$ cat src/hw/rtl/assert_macros.svh
// Assertion macros included by the rasterizer RTL.
`ifndef ASSERT_MACROS_SVH
`define ASSERT_MACROS_SVH

// Implication checked on every clock edge outside reset.
`define ASSERT_CLK(label, prop, msg) \
  label: assert property (@(posedge clk) disable iff (!rst_n) prop) else $error(msg);

// Condition that must never hold outside reset.
`define ASSERT_NEVER(label, cond, msg) \
  label: assert property (@(posedge clk) disable iff (!rst_n) !(cond)) else $error(msg);

`endif

$ cat src/hw/rtl/sgsr_pkg.sv
// Constants and types of the scaled glyph span rasterizer.
`timescale 1ns / 1ps
package sgsr_pkg;

  localparam int SCREEN_WIDTH   = 800;
  localparam int SCREEN_HEIGHT  = 480;
  localparam int MAX_SCALE      = 8;
  localparam int MAX_GLYPH_SIZE = 64;

  localparam int IN_DATA_W  = 64;
  localparam int OUT_DATA_W = 64;
  localparam int CFG_ADDR_W = 2;
  localparam int CFG_DATA_W = 16;

  localparam logic [CFG_ADDR_W-1:0] CFG_BASELINE_Y   = 2'd0;
  localparam logic [CFG_ADDR_W-1:0] CFG_SCALE_FACTOR = 2'd1;
  localparam logic [CFG_ADDR_W-1:0] CFG_PEN_COLOR    = 2'd2;

  localparam logic MODE_HEADER = 1'b0;
  localparam logic MODE_BYTE   = 1'b1;
  localparam logic KIND_SPAN   = 1'b0;
  localparam logic KIND_CURSOR = 1'b1;

  typedef struct packed {
    logic        kind;
    logic [8:0]  span_y;
    logic [9:0]  span_x_first;
    logic [9:0]  span_x_last;
    logic [15:0] fill_color;
    logic [15:0] next_cursor_x;
  } sgsr_res_t;

endpackage

$ cat src/hw/rtl/scaled_glyph_span_rasterizer.sv
// Scaled glyph span rasterizer: glyph header and bitmap bytes in, clipped spans out.
`timescale 1ns / 1ps
`include "assert_macros.svh"
// A header word is answered with one cursor report, held in the pending register and
// then moved to the output register; the next input word is taken once it has moved.
// A bitmap byte is loaded, then walked one bitmap column at a time inside the glyph
// width (at most eight columns); every set, horizontally visible column steps through
// scale rows, one span for each row on screen, and a final step flushes the last span;
// the input is not ready in the meantime. A single sequencer walks columns and scaled
// rows and emits at most one span per cycle. Spans come out in column order, then row
// order, and tlast marks the final word caused by each input word. Output stalls hold
// the sequencer.
module scaled_glyph_span_rasterizer (
  input  logic                              clk,
  input  logic                              rst_n,
  input  logic                              in_tvalid,
  output logic                              in_tready,
  // cursor_x[15:0], glyph_x_offset[23:16], glyph_y_offset[31:24], glyph_width[38:32],
  // glyph_height[45:39], glyph_advance[53:46], bitmap_byte[61:54], zeros above
  input  logic [sgsr_pkg::IN_DATA_W-1:0]    in_tdata,
  // mode[0]
  input  logic                              in_tuser,
  output logic                              out_tvalid,
  input  logic                              out_tready,
  // span_y[8:0], span_x_first[18:9], span_x_last[28:19], fill_color[44:29],
  // next_cursor_x[60:45], zeros above
  output logic [sgsr_pkg::OUT_DATA_W-1:0]   out_tdata,
  // kind[0]
  output logic                              out_tuser,
  output logic                              out_tlast,
  input  logic                              cfg_valid,
  output logic                              cfg_ready,
  input  logic [sgsr_pkg::CFG_ADDR_W-1:0]   cfg_addr,
  input  logic [sgsr_pkg::CFG_DATA_W-1:0]   cfg_data
);
  import sgsr_pkg::*;

  localparam logic [1:0] ST_IDLE  = 2'd0;
  localparam logic [1:0] ST_BIT   = 2'd1;
  localparam logic [1:0] ST_ROW   = 2'd2;
  localparam logic [1:0] ST_FLUSH = 2'd3;

  localparam logic [6:0]  GLYPH_MAX = 7'(MAX_GLYPH_SIZE);
  localparam logic [3:0]  SCALE_MAX = 4'(MAX_SCALE);
  localparam logic signed [16:0] X_MAX = 17'(SCREEN_WIDTH - 1);
  localparam logic [15:0] Y_LIM = 16'(SCREEN_HEIGHT);

  // configuration
  logic [15:0] baseline_y_r;
  logic [3:0]  scale_factor_r;
  logic [15:0] pen_color_r;

  // glyph state
  logic [15:0] draw_x_r, draw_x_nxt;
  logic [15:0] draw_y_r, draw_y_nxt;
  logic [6:0]  box_width_r, box_width_nxt;
  logic [6:0]  box_height_r, box_height_nxt;
  logic [6:0]  row_count_r, row_count_nxt;
  logic [2:0]  byte_in_row_r, byte_in_row_nxt;
  logic        glyph_active_r, glyph_active_nxt;

  // sequencer
  logic [1:0]  state_r, state_nxt;
  logic [7:0]  byte_r, byte_nxt;
  logic [2:0]  bit_r, bit_nxt;
  logic [6:0]  col_r, col_nxt;
  logic [15:0] x_r, x_nxt;
  logic [15:0] ybase_r, ybase_nxt;
  logic [2:0]  sy_r, sy_nxt;
  logic [9:0]  lo_r, lo_nxt;
  logic [9:0]  hi_r, hi_nxt;

  // pending result and output register
  logic        hold_v_r, hold_v_nxt;
  sgsr_res_t   hold_r, hold_nxt;
  logic        out_v_r, out_v_nxt;
  sgsr_res_t   out_r, out_nxt;
  logic        out_last_r, out_last_nxt;

  logic [3:0]  s_eff;
  logic        out_free;
  logic        in_acc;

  // header fields
  logic [15:0] cx;
  logic signed [7:0] xo, yo;
  logic [6:0]  gw, gh, gw_sat, gh_sat;
  logic [7:0]  adv;
  logic signed [12:0] xo_sc, yo_sc;
  logic [11:0] adv_sc;
  logic [9:0]  col_sc;
  logic [10:0] row_sc;
  logic [3:0]  per_row;
  logic [3:0]  bir_inc;
  logic [6:0]  row_inc;

  // column and row evaluation
  logic signed [16:0] x_sx, hi_raw, lo_c, hi_c;
  logic        col_vis, col_end, pix_set;
  logic [15:0] y_cur;
  logic        y_ok, last_row;

  // assertion terms
  logic        hdr_acc, span_ok, report_pending;

  always_comb begin
    s_eff = scale_factor_r;
    if (scale_factor_r == 4'd0) begin
      s_eff = 4'd1;
    end else if (scale_factor_r > SCALE_MAX) begin
      s_eff = SCALE_MAX;
    end
  end

  assign out_free  = !out_v_r || out_tready;
  assign in_tready = (state_r == ST_IDLE) && !hold_v_r;
  assign in_acc    = in_tvalid && in_tready;
  assign cfg_ready = 1'b1;

  assign cx  = in_tdata[15:0];
  assign xo  = $signed(in_tdata[23:16]);
  assign yo  = $signed(in_tdata[31:24]);
  assign gw  = in_tdata[38:32];
  assign gh  = in_tdata[45:39];
  assign adv = in_tdata[53:46];
  assign gw_sat = (gw > GLYPH_MAX) ? GLYPH_MAX : gw;
  assign gh_sat = (gh > GLYPH_MAX) ? GLYPH_MAX : gh;
  assign xo_sc  = 13'(xo) * 13'($signed({1'b0, s_eff}));
  assign yo_sc  = 13'(yo) * 13'($signed({1'b0, s_eff}));
  assign adv_sc = 12'(adv) * 12'(s_eff);
  assign col_sc = 10'({byte_in_row_r, 3'b000}) * 10'(s_eff);
  assign row_sc = 11'(row_count_r) * 11'(s_eff);
  assign per_row = 4'((box_width_r + 7'd7) >> 3);
  assign bir_inc = {1'b0, byte_in_row_r} + 4'd1;
  assign row_inc = row_count_r + 7'd1;

  assign x_sx    = 17'($signed(x_r));
  assign hi_raw  = x_sx + 17'(s_eff) - 17'sd1;
  assign lo_c    = x_r[15] ? 17'sd0 : x_sx;
  assign hi_c    = (hi_raw > X_MAX) ? X_MAX : hi_raw;
  assign pix_set = byte_r[3'd7 - bit_r];
  assign col_vis = pix_set && (lo_c <= hi_c);
  assign col_end = (col_r >= box_width_r);

  assign y_cur    = ybase_r + {13'd0, sy_r};
  assign y_ok     = !y_cur[15] && (y_cur < Y_LIM);
  assign last_row = (sy_r == 3'(s_eff - 4'd1));

  always_comb begin
    state_nxt        = state_r;
    draw_x_nxt       = draw_x_r;
    draw_y_nxt       = draw_y_r;
    box_width_nxt    = box_width_r;
    box_height_nxt   = box_height_r;
    row_count_nxt    = row_count_r;
    byte_in_row_nxt  = byte_in_row_r;
    glyph_active_nxt = glyph_active_r;
    byte_nxt         = byte_r;
    bit_nxt          = bit_r;
    col_nxt          = col_r;
    x_nxt            = x_r;
    ybase_nxt        = ybase_r;
    sy_nxt           = sy_r;
    lo_nxt           = lo_r;
    hi_nxt           = hi_r;
    hold_v_nxt       = hold_v_r;
    hold_nxt         = hold_r;
    out_v_nxt        = out_v_r && !out_tready;
    out_nxt          = out_r;
    out_last_nxt     = out_last_r;

    unique case (state_r)
      ST_IDLE: begin
        if (in_acc) begin
          if (in_tuser == MODE_HEADER) begin
            draw_x_nxt       = cx + 16'(xo_sc);
            draw_y_nxt       = baseline_y_r + 16'(yo_sc);
            box_width_nxt    = gw_sat;
            box_height_nxt   = gh_sat;
            row_count_nxt    = 7'd0;
            byte_in_row_nxt  = 3'd0;
            glyph_active_nxt = (gw_sat != 7'd0) && (gh_sat != 7'd0);
            hold_v_nxt       = 1'b1;
            hold_nxt         = '{kind: KIND_CURSOR, span_y: 9'd0, span_x_first: 10'd0,
                                 span_x_last: 10'd0, fill_color: 16'd0,
                                 next_cursor_x: cx + 16'(adv_sc)};
            state_nxt        = ST_FLUSH;
          end else if (glyph_active_r) begin
            byte_nxt  = in_tdata[61:54];
            bit_nxt   = 3'd0;
            col_nxt   = {1'b0, byte_in_row_r, 3'b000};
            x_nxt     = draw_x_r + 16'(col_sc);
            ybase_nxt = draw_y_r + 16'(row_sc);
            state_nxt = ST_BIT;
            if (bir_inc >= per_row) begin
              byte_in_row_nxt = 3'd0;
              row_count_nxt   = row_inc;
              if (row_inc >= box_height_r) begin
                glyph_active_nxt = 1'b0;
              end
            end else begin
              byte_in_row_nxt = 3'(bir_inc);
            end
          end
        end
      end
      ST_BIT: begin
        if (col_end) begin
          state_nxt = ST_FLUSH;
        end else if (col_vis) begin
          lo_nxt    = lo_c[9:0];
          hi_nxt    = hi_c[9:0];
          sy_nxt    = 3'd0;
          state_nxt = ST_ROW;
        end else begin
          x_nxt   = x_r + 16'(s_eff);
          col_nxt = col_r + 7'd1;
          bit_nxt = bit_r + 3'd1;
          if (bit_r == 3'd7) begin
            state_nxt = ST_FLUSH;
          end
        end
      end
      ST_ROW: begin
        if (!y_ok || !hold_v_r || out_free) begin
          if (y_ok) begin
            if (hold_v_r) begin
              out_v_nxt    = 1'b1;
              out_nxt      = hold_r;
              out_last_nxt = 1'b0;
            end
            hold_v_nxt = 1'b1;
            hold_nxt   = '{kind: KIND_SPAN, span_y: y_cur[8:0], span_x_first: lo_r,
                           span_x_last: hi_r, fill_color: pen_color_r,
                           next_cursor_x: 16'd0};
          end
          sy_nxt = sy_r + 3'd1;
          if (last_row) begin
            x_nxt   = x_r + 16'(s_eff);
            col_nxt = col_r + 7'd1;
            bit_nxt = bit_r + 3'd1;
            state_nxt = (bit_r == 3'd7) ? ST_FLUSH : ST_BIT;
          end
        end
      end
      ST_FLUSH: begin
        if (!hold_v_r) begin
          state_nxt = ST_IDLE;
        end else if (out_free) begin
          out_v_nxt    = 1'b1;
          out_nxt      = hold_r;
          out_last_nxt = 1'b1;
          hold_v_nxt   = 1'b0;
          state_nxt    = ST_IDLE;
        end
      end
      default: state_nxt = ST_IDLE;
    endcase
  end

  always_ff @(posedge clk) begin
    if (!rst_n) begin
      baseline_y_r   <= 16'd0;
      scale_factor_r <= 4'd1;
      pen_color_r    <= 16'hFFFF;
    end else if (cfg_valid && cfg_ready) begin
      unique case (cfg_addr)
        CFG_BASELINE_Y:   baseline_y_r   <= cfg_data;
        CFG_SCALE_FACTOR: scale_factor_r <= cfg_data[3:0];
        CFG_PEN_COLOR:    pen_color_r    <= cfg_data;
        default: ;
      endcase
    end
  end

  always_ff @(posedge clk) begin
    if (!rst_n) begin
      state_r        <= ST_IDLE;
      draw_x_r       <= 16'd0;
      draw_y_r       <= 16'd0;
      box_width_r    <= 7'd0;
      box_height_r   <= 7'd0;
      row_count_r    <= 7'd0;
      byte_in_row_r  <= 3'd0;
      glyph_active_r <= 1'b0;
      hold_v_r       <= 1'b0;
      out_v_r        <= 1'b0;
    end else begin
      state_r        <= state_nxt;
      draw_x_r       <= draw_x_nxt;
      draw_y_r       <= draw_y_nxt;
      box_width_r    <= box_width_nxt;
      box_height_r   <= box_height_nxt;
      row_count_r    <= row_count_nxt;
      byte_in_row_r  <= byte_in_row_nxt;
      glyph_active_r <= glyph_active_nxt;
      hold_v_r       <= hold_v_nxt;
      out_v_r        <= out_v_nxt;
    end
  end

  always_ff @(posedge clk) begin
    byte_r     <= byte_nxt;
    bit_r      <= bit_nxt;
    col_r      <= col_nxt;
    x_r        <= x_nxt;
    ybase_r    <= ybase_nxt;
    sy_r       <= sy_nxt;
    lo_r       <= lo_nxt;
    hi_r       <= hi_nxt;
    hold_r     <= hold_nxt;
    out_r      <= out_nxt;
    out_last_r <= out_last_nxt;
  end

  assign out_tvalid = out_v_r;
  assign out_tuser  = out_r.kind;
  assign out_tlast  = out_last_r;
  assign out_tdata  = {3'd0, out_r.next_cursor_x, out_r.fill_color, out_r.span_x_last,
                       out_r.span_x_first, out_r.span_y};

  assign hdr_acc        = in_acc && (in_tuser == MODE_HEADER);
  assign span_ok        = (out_r.span_x_first <= out_r.span_x_last) &&
                          (out_r.span_y < 9'(SCREEN_HEIGHT));
  assign report_pending = hold_v_r && (hold_r.kind == KIND_CURSOR) && (state_r == ST_FLUSH);

  `ASSERT_NEVER(a_idle_no_hold, (state_r == ST_IDLE) && hold_v_r, "pending word left in idle")
  `ASSERT_CLK(a_span_order, out_v_r && (out_r.kind == KIND_SPAN) |-> span_ok, "bad span")
  `ASSERT_CLK(a_hdr_report, hdr_acc |=> report_pending, "header not answered")
  `ASSERT_CLK(a_row_bound, (state_r == ST_ROW) |-> ({1'b0, sy_r} < s_eff), "row past scale")

endmodule
$ cat config.mk
export PLATFORM = sky130hd
export DESIGN_NAME = scaled_glyph_span_rasterizer
export DESIGN_NICKNAME = d
export VERILOG_FILES = /design/src/hw/rtl/sgsr_pkg.sv /design/src/hw/rtl/scaled_glyph_span_rasterizer.sv
export VERILOG_INCLUDE_DIRS = /design/src /design/src/hw/rtl
export SDC_FILE = /design/constraint.sdc
export NUM_CORES = 1
export LEC_CHECK = 0
export BUFFER_PORTS_ARGS = -buffer_cell sky130_fd_sc_hd__buf_4
export CAP_MARGIN = 10
export CORE_ASPECT_RATIO = 0.8
export CORE_MARGIN = 2
export CORE_UTILIZATION = 60
export CTS_BUF_LIST = sky130_fd_sc_hd__clkbuf_4
export DETAILED_ROUTE_END_ITERATION = 10
export MAX_ROUTING_LAYER = met4
export PLACE_DENSITY = 0.81
export RECOVER_POWER = 100
export SYNTH_ARGS = -nofsm -noshare
export SYNTH_HDL_FRONTEND = slang
export SYNTH_SLANG_ARGS = --single-unit
$ cat constraint.sdc
create_clock -name clk -period 12.8 [get_ports clk]
set_clock_uncertainty 0.1 [all_clocks]
set_input_delay 3.84 -clock clk [delete_from_list [all_inputs] [get_ports clk]]
set_output_delay 3.84 -clock clk [all_outputs]
set_load 0.02 [all_outputs]
==> results.py <==
metrics = {
    "run_status": {
        "outcome": "finished with violations",
        "violations": "capacitance limit, slew limit",
    },
    "timing": {
        "fin_tns_setup_ns": 0,
        "post-route-period-util_pct": 73.41,
        "final_max_slew_viol_count": 377,
        "finalHoldViolations": 0,
        "max_freq_mhz": 106.4,
        "relSlewSlack_pct": -127.6,
        "rsz0062_at_grt": "no",
        "setup_viol": 0,
        "period_minus_slack_ns": 9.396,
        "tightestPinTransition_ns": 3.414,
    },
    "grt": {
        "grt_pass1_wl_um": 73030,
        "grt_max_degree": 75,
        "grt_usage_pct": 26.71,
        "grt_pass1_vias": 14900,
        "antenna_found_initial": 4,
        "overflow": 0,
    },
    "cells_and_area": {
        "area_growth_syn_to_layout_pct": 11.07,
        "instances_no_fill": 2717,
        "fin_area_mm2": 0.02231,
        "layout.nets": 2613,
        "drive_above_1_share_pct": 9.668,
        "fillers": 2583,
        "multiInputGateArea_mm2": 0.01115,
        "seqCellArea_mm2": 0.007888,
    },
    "placement": {
        "place_congestion": 0.9310,
        "port_buffers": 150,
        "dp_hpwl_um": 33520,
        "placedCellCount": 2579,
        "dpl_cell_area_mm2": 0.02163,
    },
    "floorplanning": {
        "die_y_um": 167.6,
        "row_count": 59,
        "boundaryPins": 157,
        "initial_core_util_pct": 61.27,
        "core_area_mm2": 0.03278,
        "die_area_mm2": 0.03496,
        "die_x_um": 208.5,
    },
    "critical_path": {
        "slowest_delay_ns": 1.06,
        "crit_type": "reg -> reg",
        "rrSetupSlack_ns": 3.40,
        "cp_max_fo": 37,
        "ff2ff_path_depth": 25,
        "cp.arrival_ns": 9.61,
        "crit_path_top_delay_cell": "clkbuf_1",
        "cp-end-kind": "register",
        "worst_setup_path_start_kind": "register",
        "worstPathRequired_ns": 13.01,
    },
    "synth": {
        "synth-seq-cells": 295,
        "syn_area_mm2": 0.02008,
        "ys_top_cells_by_count": "264 x nand2_1, 214 x inv_1, 213 x ha_1",
        "ys_top_cells_by_area": "edfxtp_1 30%, ha_1 13%, dfxtp_1 9.7%, fa_1 8.2%, nand2_1 4.9%",
        "syn_inst": 2051,
        "yosysMostFrequentCell": "nand2_1",
        "ys_types": 68,
        "synth-main-ff-cell": "edfxtp_1",
        "yosysTopAreaCell": "edfxtp_1",
        "ys_warn_count": 0,
        "syn_area_per_cell_um2": 9.791,
        "synth_top_area_share_pct": 29.61,
        "async_flop_share_pct": 0,
        "synth-seq-area-share_pct": 39.28,
        "synth_edf_count": 198,
    },
    "power": {
        "power_frac_comb_pct": 35.8,
        "p_sw_w": 0.001190,
        "switching_share_pct": 35.60,
        "seqPwrFrac_pct": 39.4,
        "pwr-share-clk_pct": 24.8,
        "intPower_w": 0.002152,
        "cellLeakagePower_nw": 9.833,
        "vdd_drop_max_mv": 0.07858,
        "p_per_area_mw_per_mm2": 149.8,
    },
    "route": {
        "vias": 15140,
        "drt-initial-drc-count": 1122,
        "vias_per_cell": 5.573,
        "drcViolationCount": 0,
        "wl_per_cell_um": 16.45,
        "drt_pass1_iterations": 8,
        "ant_nets": 0,
        "wl_um": 44700,
    },
    "clock_tree": {
        "clock_path_buffers": 3,
        "clock_sinks": 295,
        "cts_made_buffers": 76,
        "clk_latency_ns": 0.70,
        "tritoncts": "yes",
        "htreeDepth": 3,
        "cts_setup_buffers": 0,
        "cts_resized": 0,
        "postCtsHoldBufs": 0,
        "root_buffer": "clkbuf_4",
        "path_clk_slew_ns": 0.07,
    },
    "min_path": {
        "min_path_type": "reg -> reg",
        "hold_depth": 0,
    },
    "flow_run": {
        "drv_cap": 8,
    },
}
[worst max-delay path: cells and delay by family (launching register included)]
kind | cells | cell delay (ns)
fa+ha+maj | 4 | 1.13
buf+inv | 5 | 3.01
simple gates | 7 | 1.57
compound gates | 8 | 2.26
xor+xnor | 1 | 0.18
flops | 1 | 0.74
[routing by layer]
metal	part of all wire [%]	up-vias	wire length (um)	track usage, %
met5	0	-	0	-
met4	2.5	0	1130	9.534
met1	46	7137	20730	36.84
met3	7.7	98	3446	4.820
met2	43	528	19400	39.83
li1	-	7378	-	-
[flip-flops by register name, summed over array words and instances, names as in the netlist, 3 cells and up]
register / count
col_r: 7
hi_r: 10
byte_in_row_r: 3
out_tdata: 61
bit_r: 3
draw_x_r: 16
lo_r: 10
box_height_r: 7
sy_r: 3
byte_r: 8
scale_factor_r: 4
pen_color_r: 16
x_r: 16
ybase_r: 16
draw_y_r: 16
box_width_r: 7
row_count_r: 7
hold_r: 62
baseline_y_r: 16
[power groups by stage]
stage	combinational, W	sequential (W)	clock (W)
finish	0.00120	0.00132	0.000829
global route	0.00134	0.00133	0.000895
CTS	0.00120	0.00131	0.000849
detailed placement	0.00119	0.00133	0
global placement	0.00114	0.00132	0
floorplan	0.000897	0.00132	0
[final timing paths]
check	from	end
hold / removal	hold_r[28]	out_tdata[41]
hold reg to reg	hold_r[28]	out_tdata[41]
setup reg to reg	scale_factor_r[3]	hi_r[6]
setup / recovery	scale_factor_r[3]	hi_r[6]
[cells in the final DEF, fill, tap and decap left out, types with 26 or more instances in the layout]
| cell type | synthesis | routed |
|---|---|---|
| ha_1 | 213 | 213 |
| nand2_1 | 264 | 264 |
| inv_1 | 214 | 213 |
| nor2b_1 | 28 | 26 |
| xor2_1 | 47 | 47 |
| edfxtp_1 | 198 | 198 |
| a21oi_1 | 158 | 157 |
| and2_1 | 127 | 87 |
| clkbuf_1 | 57 | 84 |
| a21o_1 | 36 | 36 |
| o21ai_0 | 40 | 40 |
| xnor2_1 | 84 | 84 |
| buf_4 | 4 | 72 |
| nor2_1 | 116 | 114 |
| nor3_1 | 27 | 27 |
| and2_0 | 0 | 40 |
| nand3_1 | 52 | 52 |
| clkbuf_4 | 0 | 121 |
| fa_1 | 82 | 82 |
| dfxtp_1 | 97 | 97 |
[cells by family (layout without fill, tap and decap cells)]
group / Yosys count / in the layout / synth area share, %
AO/OA/AOI/OAI: 325 / 325 / 10.00
flip-flops: 295 / 295 / 39.28
adder cells (fa/ha/maj): 295 / 295 / 21.45
XOR/XNOR: 132 / 132 / 5.826
other: 2 / 8 / 0.03740
AND/OR/NAND/NOR: 703 / 703 / 16.96
buffers and inverters: 280 / 513 / 5.346
multiplexers: 19 / 19 / 1.109
[per-stage QoR]
stage / total power (W) / worst slack, ns / util, % / hold WS [ns]
floorplan: 0.002213 / 2.823 / - / 0.3003
global placement: 0.002462 / 3.859 / 66.00 / 0.3004
detailed placement: 0.002517 / 3.768 / 66.00 / 0.3045
CTS: 0.003359 / 4.477 / 69.04 / 0.3033
global route: 0.003567 / 2.773 / 68.05 / 0.3145
finish: 0.003342 / 3.404 / 68.05 / 0.3111
[area by class of cell]
| cell class | count | area share [%] |
|---|---|---|
| antenna | 4 | 0.04488 |
| timing repair buffer | 165 | 4.140 |
| tap | 427 | 2.395 |
| multi-input combinational | 1478 | 49.99 |
| inverter | 214 | 3.601 |
| clock inverter | 22 | 0.6956 |
| sequential | 295 | 35.36 |
| clock buffer | 112 | 3.770 |
Note: power is estimated with default switching activity, not from simulation.
